### src/design/anf_pkg.sv
// ----------------------------------------------------------------------------
// anf_pkg
// Shared types, constants and the microcode program of the adaptive notch
// filter core.
// ----------------------------------------------------------------------------
package anf_pkg;

   localparam int SAMPLE_W   = 16;
   localparam int WORD_W     = 32;
   localparam int ACC_W      = 64;
   localparam int OPND_W     = 33;
   localparam int CFG_W      = 15;
   localparam int CSR_ADDR_W = 2;
   localparam int SH_W       = 5;
   localparam int HIST_DEPTH = 3;

   localparam logic [CFG_W-1:0] FORGET_RESET = 15'd31130;
   localparam logic [CFG_W-1:0] STEP_RESET   = 15'd328;
   localparam logic [CFG_W-1:0] LIMIT_RESET  = 15'd32113;
   localparam logic [CFG_W-1:0] START_RESET  = 15'd26214;
   localparam logic [CFG_W-1:0] Q15_ONE      = 15'd32767;

   localparam int UCODE_LEN = 22;
   localparam int PC_W      = $clog2(UCODE_LEN);

   typedef enum logic [CSR_ADDR_W-1:0] {
      CSR_FORGET = 2'd0,
      CSR_STEP   = 2'd1,
      CSR_LIMIT  = 2'd2,
      CSR_START  = 2'd3
   } csr_addr_type;

   typedef enum logic [1:0] {
      SEQ_NEXT    = 2'd0,
      SEQ_WAIT_IN = 2'd1,
      SEQ_EMIT    = 2'd2,
      SEQ_RESTART = 2'd3
   } seq_type;

   typedef enum logic [2:0] {
      MA_FF   = 3'd0,
      MA_NFF  = 3'd1,
      MA_HALF = 3'd2,
      MA_CR   = 3'd3,
      MA_A    = 3'd4,
      MA_E    = 3'd5,
      MA_TLO  = 3'd6,
      MA_THI  = 3'd7
   } mula_type;

   typedef enum logic [2:0] {
      MB_CR = 3'd0,
      MB_RL = 3'd1,
      MB_A  = 3'd2,
      MB_H1 = 3'd3,
      MB_H2 = 3'd4,
      MB_MU = 3'd5
   } mulb_type;

   typedef enum logic [2:0] {
      XS_P    = 3'd0,
      XS_T    = 3'd1,
      XS_U    = 3'd2,
      XS_YSH  = 3'd3,
      XS_HK14 = 3'd4,
      XS_A    = 3'd5
   } alux_type;

   typedef enum logic [2:0] {
      YS_ZERO  = 3'd0,
      YS_P     = 3'd1,
      YS_PHI   = 3'd2,
      YS_U     = 3'd3,
      YS_HM214 = 3'd4
   } aluy_type;

   typedef enum logic [2:0] {
      DST_NONE = 3'd0,
      DST_T    = 3'd1,
      DST_U    = 3'd2,
      DST_CR   = 3'd3,
      DST_HK   = 3'd4,
      DST_E    = 3'd5,
      DST_A    = 3'd6
   } dest_type;

   typedef struct packed {
      seq_type          seq;
      logic             mul_en;
      mula_type         mul_a;
      mulb_type         mul_b;
      alux_type         x;
      aluy_type         y;
      logic             neg;
      logic [SH_W-1:0]  sh;
      dest_type         dst;
   } ctrl_type;

   typedef struct packed {
      logic ready;
      logic emit;
   } seq_stat_type;

   typedef struct packed {
      logic [CFG_W-1:0] ff;
      logic [CFG_W-1:0] mu;
      logic [CFG_W-1:0] rl;
      logic             start_we;
      logic [CFG_W-1:0] start_val;
   } cfg_type;

   // control program, one word per step; rounding constant follows the shift
   function automatic ctrl_type ucode(input logic [PC_W-1:0] pc);
      ctrl_type w;
      w.seq    = SEQ_NEXT;
      w.mul_en = 1'b0;
      w.mul_a  = MA_FF;
      w.mul_b  = MB_CR;
      w.x      = XS_P;
      w.y      = YS_ZERO;
      w.neg    = 1'b0;
      w.sh     = 5'd0;
      w.dst    = DST_NONE;
      case (pc)
         5'd0: begin
            w.seq = SEQ_WAIT_IN;
         end
         // radius update
         5'd1: begin
            w.mul_en = 1'b1; w.mul_a = MA_FF; w.mul_b = MB_CR;
         end
         5'd2: begin
            w.mul_en = 1'b1; w.mul_a = MA_NFF; w.mul_b = MB_RL;
            w.x = XS_P; w.dst = DST_T;
         end
         5'd3: begin
            w.x = XS_T; w.y = YS_P; w.sh = 5'd15; w.dst = DST_CR;
         end
         // new history value
         5'd4: begin
            w.mul_en = 1'b1; w.mul_a = MA_HALF; w.mul_b = MB_A;
         end
         5'd5: begin
            w.x = XS_P; w.sh = 5'd16; w.dst = DST_T;
         end
         5'd6: begin
            w.mul_en = 1'b1; w.mul_a = MA_TLO; w.mul_b = MB_H1;
         end
         5'd7: begin
            w.mul_en = 1'b1; w.mul_a = MA_THI; w.mul_b = MB_H1;
            w.x = XS_P; w.dst = DST_U;
         end
         5'd8: begin
            w.mul_en = 1'b1; w.mul_a = MA_CR; w.mul_b = MB_CR;
            w.x = XS_U; w.y = YS_PHI; w.dst = DST_U;
         end
         5'd9: begin
            w.x = XS_P; w.sh = 5'd18; w.dst = DST_T;
         end
         5'd10: begin
            w.mul_en = 1'b1; w.mul_a = MA_TLO; w.mul_b = MB_H2;
            w.x = XS_YSH; w.y = YS_U; w.dst = DST_U;
         end
         5'd11: begin
            w.mul_en = 1'b1; w.mul_a = MA_THI; w.mul_b = MB_H2;
            w.x = XS_U; w.y = YS_P; w.neg = 1'b1; w.dst = DST_U;
         end
         5'd12: begin
            w.mul_en = 1'b1; w.mul_a = MA_A; w.mul_b = MB_H1;
            w.x = XS_U; w.y = YS_PHI; w.neg = 1'b1; w.sh = 5'd12; w.dst = DST_HK;
         end
         // error output
         5'd13: begin
            w.x = XS_HK14; w.y = YS_HM214; w.dst = DST_T;
         end
         5'd14: begin
            w.x = XS_T; w.y = YS_P; w.neg = 1'b1; w.sh = 5'd11; w.dst = DST_E;
         end
         // coefficient update
         5'd15: begin
            w.mul_en = 1'b1; w.mul_a = MA_E; w.mul_b = MB_H1;
         end
         5'd16: begin
            w.x = XS_P; w.sh = 5'd13; w.dst = DST_T;
         end
         5'd17: begin
            w.mul_en = 1'b1; w.mul_a = MA_TLO; w.mul_b = MB_MU;
         end
         5'd18: begin
            w.mul_en = 1'b1; w.mul_a = MA_THI; w.mul_b = MB_MU;
            w.x = XS_P; w.dst = DST_U;
         end
         5'd19: begin
            w.x = XS_U; w.y = YS_PHI; w.sh = 5'd14; w.dst = DST_U;
         end
         5'd20: begin
            w.x = XS_A; w.y = YS_U; w.dst = DST_A;
         end
         5'd21: begin
            w.seq = SEQ_EMIT;
         end
         default: begin
            w.seq = SEQ_RESTART;
         end
      endcase
      return w;
   endfunction

endpackage

### src/design/anf_sequencer.sv
// ----------------------------------------------------------------------------
// anf_sequencer
// Step counter with the microcode table; waits for a sample at the first
// step and for a free result register at the last.
// ----------------------------------------------------------------------------
module anf_sequencer (
   input  logic                  clock,
   input  logic                  reset,
   input  logic                  req_tvalid,
   input  logic                  out_free,
   output anf_pkg::ctrl_type     ctrl,
   output anf_pkg::seq_stat_type stat
);

   logic [anf_pkg::PC_W-1:0] pc_ff;
   logic [anf_pkg::PC_W-1:0] pc_in;

   assign ctrl = anf_pkg::ucode(pc_ff);

   always_comb begin
      stat.ready = 1'b0;
      stat.emit  = 1'b0;
      unique case (ctrl.seq)
         anf_pkg::SEQ_NEXT: begin
            pc_in = pc_ff + anf_pkg::PC_W'(1);
         end
         anf_pkg::SEQ_WAIT_IN: begin
            stat.ready = 1'b1;
            pc_in      = req_tvalid ? pc_ff + anf_pkg::PC_W'(1) : pc_ff;
         end
         anf_pkg::SEQ_EMIT: begin
            stat.emit = out_free;
            pc_in     = out_free ? '0 : pc_ff;
         end
         default: begin
            pc_in = '0;
         end
      endcase
   end

   always_ff @(posedge clock) begin
      if (reset) begin
         pc_ff <= '0;
      end else begin
         pc_ff <= pc_in;
      end
   end

endmodule

### src/design/anf_datapath.sv
// ----------------------------------------------------------------------------
// anf_datapath
// Shared 33x33 multiplier, 64-bit add/round/shift unit and the filter state,
// driven one control word per cycle.
// ----------------------------------------------------------------------------
module anf_datapath (
   input  logic                                clock,
   input  logic                                reset,
   input  anf_pkg::ctrl_type                   ctrl,
   input  anf_pkg::seq_stat_type               stat,
   input  logic                                take,
   input  logic [anf_pkg::SAMPLE_W-1:0]        sample,
   input  anf_pkg::cfg_type                    cfg,
   output logic [anf_pkg::WORD_W-1:0]          err,
   output logic [anf_pkg::WORD_W-1:0]          coeff
);

   localparam int W  = anf_pkg::WORD_W;
   localparam int AW = anf_pkg::ACC_W;
   localparam int OW = anf_pkg::OPND_W;

   logic [anf_pkg::SAMPLE_W-1:0] y_ff;
   logic [AW-1:0]                p_ff;
   logic [AW-1:0]                t_ff;
   logic [AW-1:0]                u_ff;
   logic [W-1:0]                 e_ff;
   logic [W-1:0]                 cr_ff;
   logic [W-1:0]                 a_ff;
   logic [W-1:0]                 hist_ff [anf_pkg::HIST_DEPTH];

   logic [anf_pkg::CFG_W-1:0]    nff;
   logic [OW-1:0]                half;
   logic signed [OW-1:0]         mul_a;
   logic signed [OW-1:0]         mul_b;
   logic signed [2*OW-1:0]       prod;
   logic [AW-1:0]                alu_x;
   logic [AW-1:0]                alu_y;
   logic [AW-1:0]                alu_rnd;
   logic [AW-1:0]                alu_sum;
   logic [AW-1:0]                alu_res;

   assign nff  = anf_pkg::Q15_ONE - cfg.ff;
   // (r + 1) >> 1 with sign kept
   assign half = OW'($signed({cr_ff[W-1], cr_ff} + OW'(1)) >>> 1);

   always_comb begin
      unique case (ctrl.mul_a)
         anf_pkg::MA_FF:   mul_a = $signed({{(OW-anf_pkg::CFG_W){1'b0}}, cfg.ff});
         anf_pkg::MA_NFF:  mul_a = $signed({{(OW-anf_pkg::CFG_W){1'b0}}, nff});
         anf_pkg::MA_HALF: mul_a = $signed(half);
         anf_pkg::MA_CR:   mul_a = $signed({cr_ff[W-1], cr_ff});
         anf_pkg::MA_A:    mul_a = $signed({a_ff[W-1], a_ff});
         anf_pkg::MA_E:    mul_a = $signed({e_ff[W-1], e_ff});
         anf_pkg::MA_TLO:  mul_a = $signed({1'b0, t_ff[W-1:0]});
         anf_pkg::MA_THI:  mul_a = $signed({t_ff[AW-1], t_ff[AW-1:W]});
         default:          mul_a = '0;
      endcase
      unique case (ctrl.mul_b)
         anf_pkg::MB_CR: mul_b = $signed({cr_ff[W-1], cr_ff});
         anf_pkg::MB_RL: mul_b = $signed({{(OW-anf_pkg::CFG_W){1'b0}}, cfg.rl});
         anf_pkg::MB_A:  mul_b = $signed({a_ff[W-1], a_ff});
         anf_pkg::MB_H1: mul_b = $signed({hist_ff[1][W-1], hist_ff[1]});
         anf_pkg::MB_H2: mul_b = $signed({hist_ff[2][W-1], hist_ff[2]});
         anf_pkg::MB_MU: mul_b = $signed({{(OW-anf_pkg::CFG_W){1'b0}}, cfg.mu});
         default:        mul_b = '0;
      endcase
   end

   assign prod = mul_a * mul_b;

   always_comb begin
      unique case (ctrl.x)
         anf_pkg::XS_P:    alu_x = p_ff;
         anf_pkg::XS_T:    alu_x = t_ff;
         anf_pkg::XS_U:    alu_x = u_ff;
         anf_pkg::XS_YSH:  alu_x = {{(AW-anf_pkg::SAMPLE_W-9){y_ff[anf_pkg::SAMPLE_W-1]}},
                                     y_ff, 9'd0};
         anf_pkg::XS_HK14: alu_x = {{(AW-W-14){hist_ff[0][W-1]}}, hist_ff[0], 14'd0};
         anf_pkg::XS_A:    alu_x = {{(AW-W){a_ff[W-1]}}, a_ff};
         default:          alu_x = '0;
      endcase
      unique case (ctrl.y)
         anf_pkg::YS_ZERO:  alu_y = '0;
         anf_pkg::YS_P:     alu_y = p_ff;
         anf_pkg::YS_PHI:   alu_y = {p_ff[W-1:0], {W{1'b0}}};
         anf_pkg::YS_U:     alu_y = u_ff;
         anf_pkg::YS_HM214: alu_y = {{(AW-W-14){hist_ff[2][W-1]}}, hist_ff[2], 14'd0};
         default:           alu_y = '0;
      endcase
      // half-up rounding constant sits one bit below the shift
      alu_rnd = (ctrl.sh == '0) ? '0 : (AW'(1) << (ctrl.sh - anf_pkg::SH_W'(1)));
      alu_sum = alu_x + (ctrl.neg ? (~alu_y + AW'(1)) : alu_y) + alu_rnd;
      alu_res = AW'($signed(alu_sum) >>> ctrl.sh);
   end

   always_ff @(posedge clock) begin
      if (take) begin
         y_ff <= sample;
      end
      if (ctrl.mul_en) begin
         p_ff <= prod[AW-1:0];
      end
      if (ctrl.dst == anf_pkg::DST_T) begin
         t_ff <= alu_res;
      end
      if (ctrl.dst == anf_pkg::DST_U) begin
         u_ff <= alu_res;
      end
      if (ctrl.dst == anf_pkg::DST_E) begin
         e_ff <= alu_res[W-1:0];
      end
   end

   always_ff @(posedge clock) begin
      if (reset) begin
         cr_ff      <= W'(anf_pkg::START_RESET);
         a_ff       <= '0;
         hist_ff[0] <= '0;
         hist_ff[1] <= '0;
         hist_ff[2] <= '0;
      end else begin
         if (cfg.start_we) begin
            cr_ff <= W'(cfg.start_val);
         end else if (ctrl.dst == anf_pkg::DST_CR) begin
            cr_ff <= alu_res[W-1:0];
         end
         if (ctrl.dst == anf_pkg::DST_A) begin
            a_ff <= alu_res[W-1:0];
         end
         if (ctrl.dst == anf_pkg::DST_HK) begin
            hist_ff[0] <= alu_res[W-1:0];
         end
         // history ages once per sample, newest in slot zero
         if (stat.emit) begin
            hist_ff[1] <= hist_ff[0];
            hist_ff[2] <= hist_ff[1];
         end
      end
   end

   assign err   = e_ff;
   assign coeff = a_ff;

endmodule

### src/design/adaptive_notch_filter_q15_core.sv
// ----------------------------------------------------------------------------
// adaptive_notch_filter_q15_core
// Q15 adaptive notch filter with LMS coefficient update, run by a microcoded
// sequencer over one shared multiplier.
//
//   channel   dir   payload                           transfer when
//   req_      in    tdata[15:0] sample_in             req_tvalid & req_tready
//   rsp_      out   tdata[31:0] notch_out,            rsp_tvalid & rsp_tready
//                   tdata[63:32] coeff_now
//   csr_      in    addr 0..3, wdata[14:0]            csr_we
//
// a sample is taken at step zero; its result is registered at the last step,
// and no new sample is accepted until that result is registered
// the program length is set by the single 33x33 multiplier: twelve products, three of
// them 64-bit wrapping products done as two halves
// reset is synchronous; config registers return to their defaults, radius to start
// a result not yet taken holds the program at its last step; the next sample
// is not accepted while it waits
// ----------------------------------------------------------------------------
module adaptive_notch_filter_q15_core (
   input  logic                               clock,
   input  logic                               reset,
   input  logic                               req_tvalid,
   output logic                               req_tready,
   input  logic [15:0]                        req_tdata,   // [15:0] sample_in
   output logic                               rsp_tvalid,
   input  logic                               rsp_tready,
   output logic [63:0]                        rsp_tdata,   // [31:0] notch_out, [63:32] coeff_now
   input  logic                               csr_we,
   input  logic [anf_pkg::CSR_ADDR_W-1:0]     csr_addr,
   input  logic [anf_pkg::CFG_W-1:0]          csr_wdata
);

   logic [anf_pkg::CFG_W-1:0]  ff_ff;
   logic [anf_pkg::CFG_W-1:0]  mu_ff;
   logic [anf_pkg::CFG_W-1:0]  rl_ff;
   logic                       rsp_valid_ff;
   logic [63:0]                rsp_data_ff;

   anf_pkg::ctrl_type          ctrl;
   anf_pkg::seq_stat_type      stat;
   anf_pkg::cfg_type           cfg;
   logic                       out_free;
   logic                       take;
   logic [anf_pkg::WORD_W-1:0] err;
   logic [anf_pkg::WORD_W-1:0] coeff;

   assign out_free   = !rsp_valid_ff || rsp_tready;
   assign req_tready = stat.ready;
   assign take       = req_tvalid && stat.ready;

   always_ff @(posedge clock) begin
      if (reset) begin
         ff_ff <= anf_pkg::FORGET_RESET;
         mu_ff <= anf_pkg::STEP_RESET;
         rl_ff <= anf_pkg::LIMIT_RESET;
      end else if (csr_we) begin
         unique case (anf_pkg::csr_addr_type'(csr_addr))
            anf_pkg::CSR_FORGET: ff_ff <= csr_wdata;
            anf_pkg::CSR_STEP:   mu_ff <= csr_wdata;
            anf_pkg::CSR_LIMIT:  rl_ff <= csr_wdata;
            default: ;
         endcase
      end
   end

   // the start radius is not stored, a write loads the running radius
   assign cfg.ff        = ff_ff;
   assign cfg.mu        = mu_ff;
   assign cfg.rl        = rl_ff;
   assign cfg.start_we  = csr_we && (csr_addr == anf_pkg::CSR_START);
   assign cfg.start_val = csr_wdata;

   anf_sequencer u_seq (
      .clock      (clock),
      .reset      (reset),
      .req_tvalid (req_tvalid),
      .out_free   (out_free),
      .ctrl       (ctrl),
      .stat       (stat)
   );

   anf_datapath u_dp (
      .clock  (clock),
      .reset  (reset),
      .ctrl   (ctrl),
      .stat   (stat),
      .take   (take),
      .sample (req_tdata),
      .cfg    (cfg),
      .err    (err),
      .coeff  (coeff)
   );

   always_ff @(posedge clock) begin
      if (reset) begin
         rsp_valid_ff <= 1'b0;
      end else if (stat.emit) begin
         rsp_valid_ff <= 1'b1;
      end else if (rsp_tready) begin
         rsp_valid_ff <= 1'b0;
      end
   end

   always_ff @(posedge clock) begin
      if (stat.emit) begin
         rsp_data_ff <= {coeff, err};
      end
   end

   assign rsp_tvalid = rsp_valid_ff;
   assign rsp_tdata  = rsp_data_ff;

   a_emit_no_overwrite: assert property (@(posedge clock) disable iff (reset)
      stat.emit |-> !(rsp_valid_ff && !rsp_tready))
      else $error("result register overwritten before transfer");

   a_emit_shows: assert property (@(posedge clock) disable iff (reset)
      stat.emit |=> rsp_tvalid)
      else $error("emitted result not presented");

   a_one_in_flight: assert property (@(posedge clock) disable iff (reset)
      (req_tvalid && req_tready) |=> !req_tready)
      else $error("second sample taken while one is in progress");

   a_no_take_at_emit: assert property (@(posedge clock) disable iff (reset)
      stat.emit |-> !req_tready)
      else $error("sample taken during result step");

endmodule
### config.mk
export PLATFORM = sky130hd
export DESIGN_NAME = adaptive_notch_filter_q15_core
export DESIGN_NICKNAME = d
export VERILOG_FILES = /design/src/design/anf_pkg.sv /design/src/design/anf_sequencer.sv /design/src/design/anf_datapath.sv /design/src/design/adaptive_notch_filter_q15_core.sv
export SDC_FILE = /design/constraint.sdc
export NUM_CORES = 2
export LEC_CHECK = 0
export BUFFER_PORTS_ARGS = -buffer_cell sky130_fd_sc_hd__buf_2
export CORE_UTILIZATION = 45
export DETAILED_ROUTE_END_ITERATION = 8
export GPL_TIMING_DRIVEN = 0
export PLACE_DENSITY = 0.58
export SETUP_SLACK_MARGIN = 0.15
export SKIP_CTS_REPAIR_TIMING = 1
export SLEW_MARGIN = 40
export SYNTH_ARGS = -nofsm -noshare
export SYNTH_HDL_FRONTEND = slang
export SYNTH_SLANG_ARGS = --single-unit
### constraint.sdc
create_clock -name clock -period 27 [get_ports clock]
set_clock_uncertainty 0.15 [all_clocks]
set_input_delay 2.7 -clock clock [delete_from_list [all_inputs] [get_ports clock]]
set_output_delay 2.7 -clock clock [all_outputs]
set_load 0.01 [all_outputs]
; ---- Word level (Yosys, flattened, before mapping)
; Memories as Yosys holds them, arrays and structs flattened.
; Cells that the tools add are included.
[totals]
ff_bits = 419
in_bits = 38
memories = 1
mem_bits_rw = 96
elab_cells = 144
[op_classes]
eq_ne = 55
shift = 2
n_addsub = 7
mul = 1
bitwise_logic = 4
reduce_logical = 27
mux = 33
[mem_list]
columns = memory, words, width, read_ports, rd_clocked_by_memory_dff, wr, line_no
row1 = u_dp.hist_ff, 3, 32, 3, 0, 3, anf_datapath.sv:29  ; logic [W-1:0] hist_ff [anf_pkg::HIST_DEPTH];
[ops]
columns = operator, n
row1 = one-hot mux 64 bit (6 select lines), 1
row2 = one-hot mux 33 bit (8 select lines), 1
row3 = one-hot mux 64 bit (4 select lines), 1
row4 = one-hot mux 33 bit (6 select lines), 1
row5 = adder 64 bit, 2
row6 = 2-to-1 mux 64 bit, 2
row7 = 2-to-1 mux 32 bit, 3
row8 = one-hot mux 7 bit (12 select lines), 1
row9 = "adder 64 x 1 -> 64 bit, second input constant", 1
row10 = multiplier 33 x 33 -> 64 bit, 1
row11 = NOT 64 bit, 1
row12 = "<< shifter 1 x 5 -> 64 bit, first input constant", 1
row13 = >>> shifter 64 x 5 -> 64 bit, 1
row14 = "equality test 5 x 4 -> 1 bit, second input constant", 8
row15 = "equality test 3 bit, second input constant", 12
row16 = one-hot mux 5 bit (7 select lines), 1
row17 = "adder 32 x 2 -> 33 bit, second input constant", 1
row18 = "equality test 3 x 2 -> 1 bit, second input constant", 10
row19 = "equality test 5 bit, second input constant", 6
row20 = 2-to-1 mux 15 bit, 2
row21 = "equality test 5 x 3 -> 1 bit, second input constant", 4
row22 = OR reduction 20 bit, 1
row23 = one-hot mux 3 bit (6 select lines), 1
row24 = "equality test 3 x 1 -> 1 bit, second input constant", 5
row25 = other kinds (29), 61

; ---- Longest topological paths before layout
[depth]
word_depth = 13
ltp_mapped = 48
mapped_depth_nobuf = 43

; ---- Modules after synthesis
; Synthesis repeated with hierarchy kept, for this count alone.
[hier_totals]
hier_cells = 7972
hier_area_um2 = 73656.9
[by_module_without_submodules]
columns = module, seq_area_each_um2, cells_each, n_inst, area_each_um2
row1 = anf_datapath, 11370.9, 7590, 1, 68884.8
row2 = adaptive_notch_filter_q15_core, 2842.7, 250, 1, 3801.1
row3 = anf_sequencer, 100.1, 132, 1, 970.9

; ---- Worst setup path after synthesis
; OpenSTA, ideal clock, no wires.
[synth_path]
kind = register to register
from = reg u_seq.pc_ff[2] in the netlist's numbering
to = reg u_dp.p_ff[63] (data pin)
n_path_buf = 9
setup_ps = 260
path_slack_ps = 15841
stages_incl_launch_ff = 40
arrival_time_ps = 10749
period_less_slack_ps = 11159
path_cell_list = dfxtp_1 -> buf_6 -> buf_2 -> buf_1 -> clkbuf_1 -> and3_1 -> ha_1 -> a31oi_1 -> o31a_1 -> buf_2 -> buf_1 -> clkbuf_1 -> a22o_1 -> clkbuf_1 -> nand2_1 -> fa_1 -> fa_1 -> inv_1 -> (+4 left out) -> fa_1 -> fa_1 -> fa_1 -> inv_1 -> fa_1 -> inv_1 -> ha_1 -> clkbuf_1 -> a21o_1 -> a21o_1 -> a21oi_1 -> o31ai_1 -> a31oi_1 -> o21ai_0 -> nand2b_1 -> a31o_2 -> a21oi_1 -> xnor2_1
[synth_between]
elab_chain_len = 5
word_cells_on_any_way = 30
cone_classes = mul: 1 / eq/ne: 24 / mux: 3 / reduce/logical: 2
[synth_rtl]
columns = element, line_no
row1 = start: declaration, anf_sequencer.sv:15  ; logic [anf_pkg::PC_W-1:0] pc_ff;
row2 = start signal: assignment, anf_sequencer.sv:45  ; pc_ff <= pc_in;
row3 = "equality test 5 bit, or another cell as far along", anf_pkg.sv:124  ; case (pc)
row4 = one-hot mux 7 bit (12 select lines) (*), anf_pkg.sv:124
row5 = "equality test 3 bit, or another cell as far along", anf_datapath.sv:47  ; unique case (ctrl.mul_a)
row6 = one-hot mux 33 bit (8 select lines) / one-hot mux 33 bit (6 select lines) (equally long branches), "anf_datapath.sv:47, anf_datapath.sv:58"
row7 = multiplier 33 x 33 -> 64 bit (*), anf_datapath.sv:69  ; assign prod = mul_a * mul_b;
row8 = via u_dp.prod[63], anf_datapath.sv:35  ; logic signed [2*OW-1:0] prod;
row9 = end signal: assignment, anf_datapath.sv:101  ; p_ff <= prod[AW-1:0];
row10 = end: declaration, anf_datapath.sv:23  ; logic [AW-1:0] p_ff;
; Mark *: on every way through the listed nets, which the timed path passes. The rest lies on a longest branch.
; A chain may end at the register's enable or synchronous reset.

; ---- Final worst setup path
; Same ends and word-level chain as after synthesis.

==> results.py <==
metrics = {
    "worst_setup_path": {
        "crit_type": "flip-flop to flip-flop",
        "rrSetupSlack_ns": 10.73,
        "crit_path_max_fanout": 10,
        "worstPathRequired_ns": 27.26,
        "critPathMaxStageDelay_ns": 0.79,
        "setup.worst_path.end_class": "flip-flop",
        "crit_arrival_ns": 16.54,
        "worst_path_max_delay_cell": "o21a_1",
        "r2r-start": "u_seq.pc_ff[2]",
        "cpMostUsedCell": "fa_1",
        "cp-startpoint": "u_seq.pc_ff[2]",
        "start_kind": "flip-flop",
    },
    "drt": {
        "routed.top_layer": "met5",
        "avgViaCountPerCell": 6.386,
        "wl_met2_um": 161800,
        "met3WireLength_um": 42810,
        "dr.first_iter.drc_count": 9075,
        "drc": 1,
        "wl_met1_um": 133100,
        "wl_per_cell_um": 36.45,
        "finalWirelength_um": 376300,
        "vias": 65930,
        "ant_nets": 0,
        "firstDrtPassIters": 9,
    },
    "worst_hold_path": {
        "min_from": "mu_ff[12]",
        "hold_class": "flip-flop to flip-flop",
    },
    "layout": {
        "nets": 9681,
        "layout-drive-gt1-share_pct": 7.858,
        "final_cell_area_sq_mm": 0.07890,
        "area.growth.synth_to_final_pct": 10.06,
        "fillers": 15470,
    },
    "logic_synthesis": {
        "ys_types": 106,
        "synth-main-ff-cell": "edfxtp_1",
        "synth_top_area_share_pct": 32.34,
        "yosysMostFrequentCell": "inv_1",
        "synth_commonest_cells": "inv_1, fa_1, nand2_1",
        "synth_top_area_cell": "fa_1",
        "synth-seq-area-share_pct": 19.97,
        "syn_inst": 7900,
        "synth_area_sq_mm": 0.07169,
        "synth_area_leaders": "fa_1, edfxtp_1, inv_1",
        "synth_edf_count": 400,
        "synthArstFlopShare_pct": 0,
        "synth_seq_cells": 515,
        "ys_warn_count": 0,
        "avgSynthCellArea_sq_um": 9.074,
    },
    "global_routing": {
        "grt_pass1_vias": 64950,
        "grt_pass1_wl_um": 513500,
        "antenna_found_initial": 28,
        "grt.overflow.total": 0,
        "grt_max_degree": 38,
        "grt_util_all_layers_pct": 46.23,
    },
    "sta": {
        "post-route-min-period_ns": 16.27,
        "maxClockFrequency_mhz": 61.45,
        "max-slew-margin-rel_pct": 34.16,
        "period_share_pct": 60.27,
        "hold_viol": 0,
        "drv_slew": 0,
        "setup_violations": 0,
        "rsz0062_at_grt": "false",
        "tns_ns": 0,
        "worst_pin_slew_ns": 0.9875,
    },
    "floorplanning": {
        "die_y_um": 401.1,
        "ios": 104,
        "die-area_sq_mm": 0.1609,
        "rows": 146,
        "die_w_um": 401.1,
        "start_util_pct": 45.31,
        "coreArea_sq_mm": 0.1582,
    },
    "placement": {
        "port_buffers": 102,
        "globalplace.congestion": 1.081,
        "place_area_sq_mm": 0.07680,
        "dp_hpwl_um": 314600,
    },
    "clock_network": {
        "clk_path_buf_depth": 3,
        "root_buffer": "clkbuf_16",
        "cts.sink_count": 515,
        "htreeDepth": 2,
        "cts_tree": "done",
        "clock_latency_ns": 0.72,
        "cts-buffers-inserted": 58,
        "clk_pin_slew_ns": 0.06,
    },
    "status": {
        "violations": "DRC",
        "status": "finished with violations",
    },
    "flow_run": {
        "drv_cap": 0,
    },
}
final timing paths:
path / end / cells past startpoint
max: u_dp.p_ff[63] / 43
max reg2reg: u_dp.p_ff[63] / 43
min reg2reg: mu_ff[12] / 2
min: mu_ff[12] / 2
placed cells by master, fill, tap and decap left out, drive strengths merged, types with 19 or more instances in the layout:
master	instances
a211oi	49
a21o	93
a21oi	336
a221oi	44
a222oi	56
a22o	26
a22oi	31
a31oi	43
and2	154
and3	33
buf	271
clkbuf	446
clkinv	28
conb	20
dfxtp	115
diode	31
edfxtp	400
fa	1158
ha	314
inv	1249
mux2	22
mux2i	182
nand2	1138
nand2b	33
nand3	110
nand4	44
nor2	666
nor2b	30
nor3	110
nor4	21
o211ai	38
o21a	59
o21ai	294
o22a	19
o22ai	67
o31ai	24
or2	19
or3	34
xnor2	116
xor2	87
worst max-delay path: cells and delay by family (launching register included):
family / cells / cell delay, ns
AOI/OAI and AO/OA: 9 / 2.82
adders and majority gates: 10 / 5.15
and+or+nand+nor: 10 / 3.13
DFF: 1 / 0.34
xor gates and xnor gates: 1 / 0.43
buffers and inverters: 13 / 3.87
metrics by stage:
| step | util (%) | hold slack, ns | std cells | worst slack [ns] |
|---|---|---|---|---|
| floorplan | - | 0.2707 | 7919 | 15.84 |
| finish | 49.88 | 0.3079 | 10320 | 10.73 |
| global placement | 47.32 | 0.2943 | 10090 | 10.34 |
| CTS | 49.77 | 0.3076 | 10290 | 11.32 |
| global route | 49.84 | 0.3235 | 10300 | 10.64 |
| detailed placement | 48.55 | 0.2987 | 10180 | 11.43 |
sequential cells by signal, indices dropped and copies added, names as in the netlist:
signal and flops:
u_dp.hist_ff 96, ff_ff 15, u_dp.t_ff 64, rsp_tvalid 1, rl_ff 15, u_dp.cr_ff 32, mu_ff 15, u_seq.pc_ff 5
u_dp.u_ff 64, u_dp.p_ff 64, rsp_tdata 64, u_dp.coeff 32, u_dp.y_ff 16, u_dp.err 32
cell families (layout without fill, tap and decap cells):
family                     count (synthesis)  in the layout  share of synthesized area, %
other                                      1             51                      0.005231
xor gates and xnor gates                 203            203                         2.480
and+or+nand+nor                         2434           2434                         14.84
adders and majority gates               1472           1472                         37.82
AOI/OAI and AO/OA                       1352           1352                         12.51
DFF                                      515            515                         19.97
muxes                                    217            217                         3.295
buffers and inverters                   1706           2008                         9.083
final cells by class:
class,instances,area (sq um),share of cell area (%)
Multi-Input combinational cell,5698,51780,65.62
Sequential cell,515,14310,18.14
Inverter,1249,4688,5.942
Tap cell,2072,2592,3.286
Buffer,457,1956,2.479
Timing Repair Buffer,192,1556,1.973
Clock buffer,70,1496,1.897
Clock inverter,40,444.2,0.5630
Antenna cell,31,77.57,0.09832
layer usage:
| metal | vias up | track usage, % |
|---|---|---|
| li1 | 26340 | - |
| met4 | 4 | 38.91 |
| met5 | - | 0 |
| met2 | 4856 | 68.90 |
| met3 | 1331 | 11.87 |
| met1 | 33390 | 56.19 |
Power is not shown: default switching activity piles up to over one toggle a cycle in this logic, so the estimate is an artifact.
